**src/rtl/core/pddm_pkg.sv**
```systemverilog
// pddm_pkg: shared types, constants, microprogram and arithmetic helpers
// for the pid differential drive mixer; no dependencies
package pddm_pkg;

	localparam int GAIN_W  = 27;
	localparam int SUM_W   = 24;
	localparam int MUL_A_W = 28;
	localparam int MUL_B_W = 24;
	localparam int PROD_W  = MUL_A_W + MUL_B_W;
	localparam int ACC_W   = PROD_W + 1;
	localparam int DRV_P_W = 20;
	localparam int STEP_W  = 4;

	localparam logic [GAIN_W-1:0] PROP_RST   = 27'd15099494;
	localparam logic [GAIN_W-1:0] INTEG_RST  = 27'd537;
	localparam logic [GAIN_W-1:0] DERIV_RST  = 27'd20971520;
	localparam logic [6:0]        TARGET_RST = 7'd10;
	localparam logic [7:0]        BASE_RST   = 8'd0;
	localparam logic [8:0]        SCALE_RST  = 9'd179;

	// register indexes on the config port
	localparam logic [2:0] REG_PROP   = 3'd0;
	localparam logic [2:0] REG_INTEG  = 3'd1;
	localparam logic [2:0] REG_DERIV  = 3'd2;
	localparam logic [2:0] REG_TARGET = 3'd3;
	localparam logic [2:0] REG_BASE   = 3'd4;
	localparam logic [2:0] REG_SCALE  = 3'd5;

	// multiplier operand selects
	localparam logic [1:0] A_PROP  = 2'd0;
	localparam logic [1:0] A_INTEG = 2'd1;
	localparam logic [1:0] A_DERIV = 2'd2;
	localparam logic [1:0] A_SCALE = 2'd3;

	localparam logic [2:0] B_ERR   = 3'd0;
	localparam logic [2:0] B_SUM   = 3'd1;
	localparam logic [2:0] B_DIFF  = 3'd2;
	localparam logic [2:0] B_PLUS  = 3'd3;
	localparam logic [2:0] B_MINUS = 3'd4;

	// accumulator operations
	localparam logic [1:0] ACC_HOLD = 2'd0;
	localparam logic [1:0] ACC_LOAD = 2'd1;
	localparam logic [1:0] ACC_ADD  = 2'd2;

	// step conditions
	localparam logic [1:0] COND_NONE = 2'd0;
	localparam logic [1:0] COND_IN   = 2'd1;
	localparam logic [1:0] COND_OUT  = 2'd2;

	typedef struct packed {
		logic [1:0]        a_sel;
		logic [2:0]        b_sel;
		logic              mul_en;
		logic [1:0]        acc_op;
		logic              steer_en;
		logic              left_en;
		logic [1:0]        cond;
		logic              jump;
		logic [STEP_W-1:0] target;
	} ctrl_t;

	typedef struct packed {
		logic in_valid;
		logic out_free;
	} hs_t;

	typedef struct packed {
		logic        [GAIN_W-1:0] prop;
		logic        [GAIN_W-1:0] integ;
		logic        [GAIN_W-1:0] deriv;
		logic        [6:0]        target;
		logic signed [7:0]        base;
		logic        [8:0]        scale;
	} cfg_t;

	typedef struct packed {
		logic signed [7:0] left;
		logic signed [7:0] right;
		logic signed [8:0] steer;
	} res_t;

	function automatic ctrl_t ctrl_word(logic [1:0] a, logic [2:0] b, logic m,
			logic [1:0] acc, logic st, logic lf, logic [1:0] cnd, logic j);
		ctrl_t c;
		c.a_sel    = a;
		c.b_sel    = b;
		c.mul_en   = m;
		c.acc_op   = acc;
		c.steer_en = st;
		c.left_en  = lf;
		c.cond     = cnd;
		c.jump     = j;
		c.target   = '0;
		return c;
	endfunction

	// microprogram: one control word per step
	function automatic ctrl_t pddm_program(logic [STEP_W-1:0] step);
		ctrl_t c;
		unique case (step)
			4'd0: c = ctrl_word(A_PROP, B_ERR, 1'b0, ACC_HOLD, 1'b0, 1'b0, COND_IN, 1'b0);
			4'd1: c = ctrl_word(A_PROP, B_ERR, 1'b1, ACC_HOLD, 1'b0, 1'b0, COND_NONE, 1'b0);
			4'd2: c = ctrl_word(A_INTEG, B_SUM, 1'b1, ACC_LOAD, 1'b0, 1'b0, COND_NONE, 1'b0);
			4'd3: c = ctrl_word(A_DERIV, B_DIFF, 1'b1, ACC_ADD, 1'b0, 1'b0, COND_NONE, 1'b0);
			4'd4: c = ctrl_word(A_PROP, B_ERR, 1'b0, ACC_ADD, 1'b0, 1'b0, COND_NONE, 1'b0);
			4'd5: c = ctrl_word(A_PROP, B_ERR, 1'b0, ACC_HOLD, 1'b1, 1'b0, COND_NONE, 1'b0);
			4'd6: c = ctrl_word(A_SCALE, B_PLUS, 1'b1, ACC_HOLD, 1'b0, 1'b0, COND_NONE, 1'b0);
			4'd7: c = ctrl_word(A_SCALE, B_MINUS, 1'b1, ACC_HOLD, 1'b0, 1'b1, COND_NONE,
				1'b0);
			4'd8: c = ctrl_word(A_PROP, B_ERR, 1'b0, ACC_HOLD, 1'b0, 1'b0, COND_OUT, 1'b1);
			default: c = ctrl_word(A_PROP, B_ERR, 1'b0, ACC_HOLD, 1'b0, 1'b0, COND_NONE,
				1'b1);
		endcase
		return c;
	endfunction

	// steer: divide by 2^24 toward zero, clamp to +-200
	function automatic logic signed [8:0] steer_of(logic signed [ACC_W-1:0] a);
		logic signed [ACC_W-1:0] t;
		logic signed [ACC_W-25:0] q;
		logic signed [8:0] r;
		t = a + (a[ACC_W-1] ? ACC_W'(24'hFFFFFF) : ACC_W'(0));
		q = t[ACC_W-1:24];
		if (q > 200)       r = 9'sd200;
		else if (q < -200) r = -9'sd200;
		else               r = q[8:0];
		return r;
	endfunction

	// drive: divide by 256 toward zero, clamp to +-100
	function automatic logic signed [7:0] drive_of(logic signed [DRV_P_W-1:0] p);
		logic signed [DRV_P_W-1:0] t;
		logic signed [DRV_P_W-9:0] q;
		logic signed [7:0] r;
		t = p + (p[DRV_P_W-1] ? DRV_P_W'(8'hFF) : DRV_P_W'(0));
		q = t[DRV_P_W-1:8];
		if (q > 100)       r = 8'sd100;
		else if (q < -100) r = -8'sd100;
		else               r = q[7:0];
		return r;
	endfunction

endpackage

```
**src/rtl/core/pddm_seq.sv**
```systemverilog
// pddm_seq: step counter and microprogram rom with conditional waits/jumps
// depends on pddm_pkg
module pddm_seq import pddm_pkg::*; (
	input  logic  clk,
	input  logic  arst_n,
	input  hs_t   hs,
	output ctrl_t ctrl
);

	logic [STEP_W-1:0] step_q;
	logic              advance;

	assign ctrl = pddm_program(step_q);

	always_comb begin
		unique case (ctrl.cond)
			COND_IN:  advance = hs.in_valid;
			COND_OUT: advance = hs.out_free;
			default:  advance = 1'b1;
		endcase
	end

	always_ff @(posedge clk or negedge arst_n) begin
		if (!arst_n) begin
			step_q <= '0;
		end else if (advance) begin
			step_q <= ctrl.jump ? ctrl.target : step_q + 1'b1;
		end
	end

endmodule

```
**config.mk**
```make
export PLATFORM = sky130hd
export DESIGN_NAME = pddm_seq
export DESIGN_NICKNAME = d
export VERILOG_FILES = /design/src/rtl/core/pddm_pkg.sv /design/src/rtl/core/pddm_seq.sv
export SDC_FILE = /design/constraint.sdc
export NUM_CORES = 1
export LEC_CHECK = 0
export BUFFER_PORTS_ARGS = -buffer_cell sky130_fd_sc_hd__buf_2
export CAP_MARGIN = 5
export CORE_AREA = 2 2 39 41
export CTS_CLUSTER_DIAMETER = 40
export DETAILED_ROUTE_END_ITERATION = 12
export DIE_AREA = 0 0 41 43
export GPL_TIMING_DRIVEN = 0
export PLACE_DENSITY_LB_ADDON = 0.12
export SETUP_SLACK_MARGIN = 0.1
export SKIP_CTS_REPAIR_TIMING = 1
export SYNTH_ARGS = -nofsm -noshare
export SYNTH_HDL_FRONTEND = slang
export SYNTH_SLANG_ARGS = --single-unit
```
**constraint.sdc**
```tcl
create_clock -name clk -period 3.27 [get_ports clk]
set_clock_uncertainty 0.05 [all_clocks]
set_input_delay 0.1635 -clock clk [delete_from_list [all_inputs] [get_ports clk]]
set_output_delay 0.1635 -clock clk [all_outputs]
set_load 0.02 [all_outputs]
```
Word level (Yosys, flattened, before mapping):

Memories as Yosys holds them, arrays and structs flattened.
Cells that the tools add are included.

* register bits: 4
* bits in read-only memories: 208
* bits of input ports: 4
* output and inout bits: 17
* word-level logic and storage cells: 7
* memories: 1

* $add $sub $neg: 1
* eq/ne operators: 2
* muxes and demuxes: 2

Memories
* (name not given): words 16, bits a word 13, read ports 1, clocked after memory_dff 0, wr ports 0, line pddm_pkg.sv:101 `unique case (step)`

Operators with widths (number)
* $add 4x1->4 const B: 1
* $mux 4: 1
* $eq 2x1->1 const B: 1
* $eq 2x2->1 const B: 1
* $pmux 1 s2: 1

Longest topological paths before layout:

An unclocked memory read counts as a cell.

* word-level depth: 3
* depth in mapped cells: 4

Worst setup path before layout:

No wires, ideal clock.

* kind: register to output
* from: register step_q[0]
* to: output port ctrl[9] (netlist name)
* data arrival time: 1.472 ns
* path slack: 1.585 ns
* cell stages (with the launch flop): 5
* buffers on the path: 0
* cells stage by stage: dfrtp_1 > inv_1 > ha_1 > nor2b_1 > nor2b_1

RTL lines
* from (decl): line pddm_seq.sv:10 `logic [STEP_W-1:0] step_q;`
* from (signal assigned): line pddm_seq.sv:27 `step_q <= ctrl.jump ? ctrl.target : step_q + 1'b1;`
* to (decl): line pddm_seq.sv:7 `output ctrl_t ctrl`

==> impl_metrics.py <==
metrics = {
    "run_status": {
        "status": "finished clean",
    },
    "timing": {
        "post-route-min-period_ns": 1.68,
        "setup_viol": 0,
        "slew_violations": 0,
        "rsz0062_at_grt": "no",
        "finalCritPeriodShare_pct": 51.4,
        "fmaxAchievable_mhz": 595,
        "setup_tns_ns": 0,
        "hold_viol": 0,
    },
    "grt": {
        "grt_pass1_vias": 367,
        "grt_pass1_wl_mm": 1.52,
        "grt_use_total_pct": 12.9,
        "grt.overflow.total": 0,
        "grt_max_degree": 11,
        "antenna_found_initial": 0,
    },
    "critical_path": {
        "worstPathCellList": "ha_1 > ha_1 > nor2b_1 > buf_4 > buf_2",
        "crit_cells": 5,
        "worstSetupPathType": "register to output pin",
        "crit_buf_inv": 2,
        "worstPathArrival_ns": 1.47,
        "crit_required_ns": 3.06,
        "worstRegToRegCells": 4,
        "timing.critical_path.mode_cell": "ha_1",
        "cp-end-kind": "output pin",
        "critPathTopFamily": "flip-flops",
        "cp-start-kind": "register",
        "slowest_delay_ns": 0.44,
        "cp_max_fo": 6,
        "slowest_stage": "dfrtp_1",
    },
    "clock_network": {
        "clk_latency_ns": 0.23,
        "clk_pin_slew_ns": 0.04,
        "htree_levels": 1,
        "cts.sinks": 4,
        "cts_buffer_depth": 2,
        "cts_tree": "yes",
        "cts-root-buf": "clkbuf_4",
        "cts_buffers": 3,
    },
    "power_and_ir_drop": {
        "peakVddDrop_mv": 0.336,
        "p_leak_nw": 0.327,
        "powerDensity_nw_per_um2": 1030,
    },
    "placement": {
        "place_hpwl_um": 684,
        "place.gp.congestion": 0.761,
        "portBuffers": 16,
        "place_area_um2": 539,
    },
    "worst_hold_path": {
        "min_path_type": "input port to register",
        "worstHoldPathCells": 2,
    },
    "cells_and_area": {
        "reg_top3": "step_q x4",
        "largest_reg_flops": 4,
        "largest_register": "step_q",
        "nets": 85,
        "fillers": 160,
        "final_area_um2": 572,
        "drive_gt1_share_pct": 41.1,
        "synthToLayoutAreaGrowth_pct": 33.6,
        "antennaDiodeCount": 0,
    },
    "floorplan": {
        "initial_core_util_pct": 30.9,
        "die_h_um": 43,
        "num_io_pins": 21,
        "fp-row-count": 14,
        "core_um2": 1380,
        "die_w_um": 41,
        "dieArea_um2": 1760,
    },
    "drt": {
        "wl_um": 829,
        "num_vias": 382,
        "drtIter0Drc": 6,
        "ant_nets": 0,
        "via_per_inst": 4.29,
        "firstDrtPassIters": 2,
        "drc_errors": 0,
        "wl_per_cell_um": 9.31,
    },
    "yosys": {
        "syn_area_um2": 428,
        "yosysUniqueCellTypes": 21,
        "ys_seq_area_share_pct": 23.4,
        "yosysWarnings": 0,
        "postSynthCellCount": 50,
        "syn_avg_cell_area_um2": 8.56,
        "synth-seq-cells": 4,
    },
    "job": {
        "drv_cap": 0,
    },
}
==> synth_stat cells <==
cell      instances  area, um2
a21oi_1           5       25.0
and3_1            1       6.26
buf_2             2       10.0
buf_4             6       45.0
conb_1            1       3.75
dfrtp_1           4        100
ha_1              6       75.1
inv_1             4       15.0
mux2_4            1       15.0
nand2_1           3       11.3
nand2b_1          3       18.8
nand3b_1          1       7.51
nand4b_1          1       8.76
nor2_1            2       7.51
nor2b_1           3       18.8
nor3b_1           2       15.0
o31ai_1           1       7.51
o32ai_1           1       8.76
o32ai_2           1       16.3
or2_1             1       6.26
or2_2             1       6.26
==> where the power goes <==
part	total (mW)	internal [mW]	switching (mW)
combinational	0.422	0.172	0.250
clock	0.0601	0.0410	0.0191
sequential	0.106	0.0739	0.0323
==> final cells by class <==
| class | instances | area (um2) | area share (%) |
|---|---|---|---|
| clock buffers | 3 | 22.5 | 3.94 |
| flip-flops and latches | 4 | 100 | 17.5 |
| well taps | 16 | 20.0 | 3.50 |
| inverters | 4 | 15.0 | 2.63 |
| repair buffers | 17 | 90.1 | 15.8 |
| multi-input cells | 37 | 269 | 47.0 |
| plain buffers | 8 | 55.1 | 9.63 |
==> metal layers <==
layer	track usage [%]	wire length (um)	part of all wire, %
met5	0	0	0
met3	4.71	77	9.3
met1	16.3	381	46
met4	8.00	0	0
met2	17.8	370	45
==> through the flow <==
stage	util [%]	total power [mW]	setup WS, ns	std cells	hold WS (ns)
after floorplan	-	0.417	1.58	53	-0.182
after global placement	39.0	0.534	1.71	85	-0.0786
after detailed placement	39.0	0.536	1.70	85	-0.0777
after CTS	40.6	0.601	1.57	88	-0.333
after global routing	41.3	0.661	1.45	89	0.0975
final	41.3	0.588	1.59	89	0.0837
==> path summary, 6_finish.rpt <==
kind | from | to | slack [ns]
min in group asynchronous | arst_n | step_q[2] | 0.21
min reg2reg | step_q[2] | step_q[0] | 0.60
max | step_q[1] | ctrl[14] | 1.59
max reg2reg | step_q[0] | step_q[0] | 1.72
min | hs[0] | step_q[3] | 0.08
max in group asynchronous | arst_n | step_q[3] | 2.84
==> cell families after synthesis <==
family	Yosys count	synth area share (%)
and+or+nand+nor	18	24.9
muxes	1	3.51
other	1	0.876
AOI/OAI and AO/OA	8	13.5
buffers and inverters	12	16.4
adders and majority gates	6	17.5
DFF	4	23.4
==> cells in the final DEF (no fill, tap or decap), types with 3 or more instances in the layout <==
cell type,Yosys,routed
a21oi_1,5,5
buf_2,2,18
buf_4,6,6
clkbuf_4,0,3
conb_1,1,4
dfrtp_1,4,4
ha_1,6,6
inv_1,4,4
nand2_1,3,3
nand2b_1,3,3
nor2b_1,3,3
No activity file was read; power rests on OpenSTA's default activity.
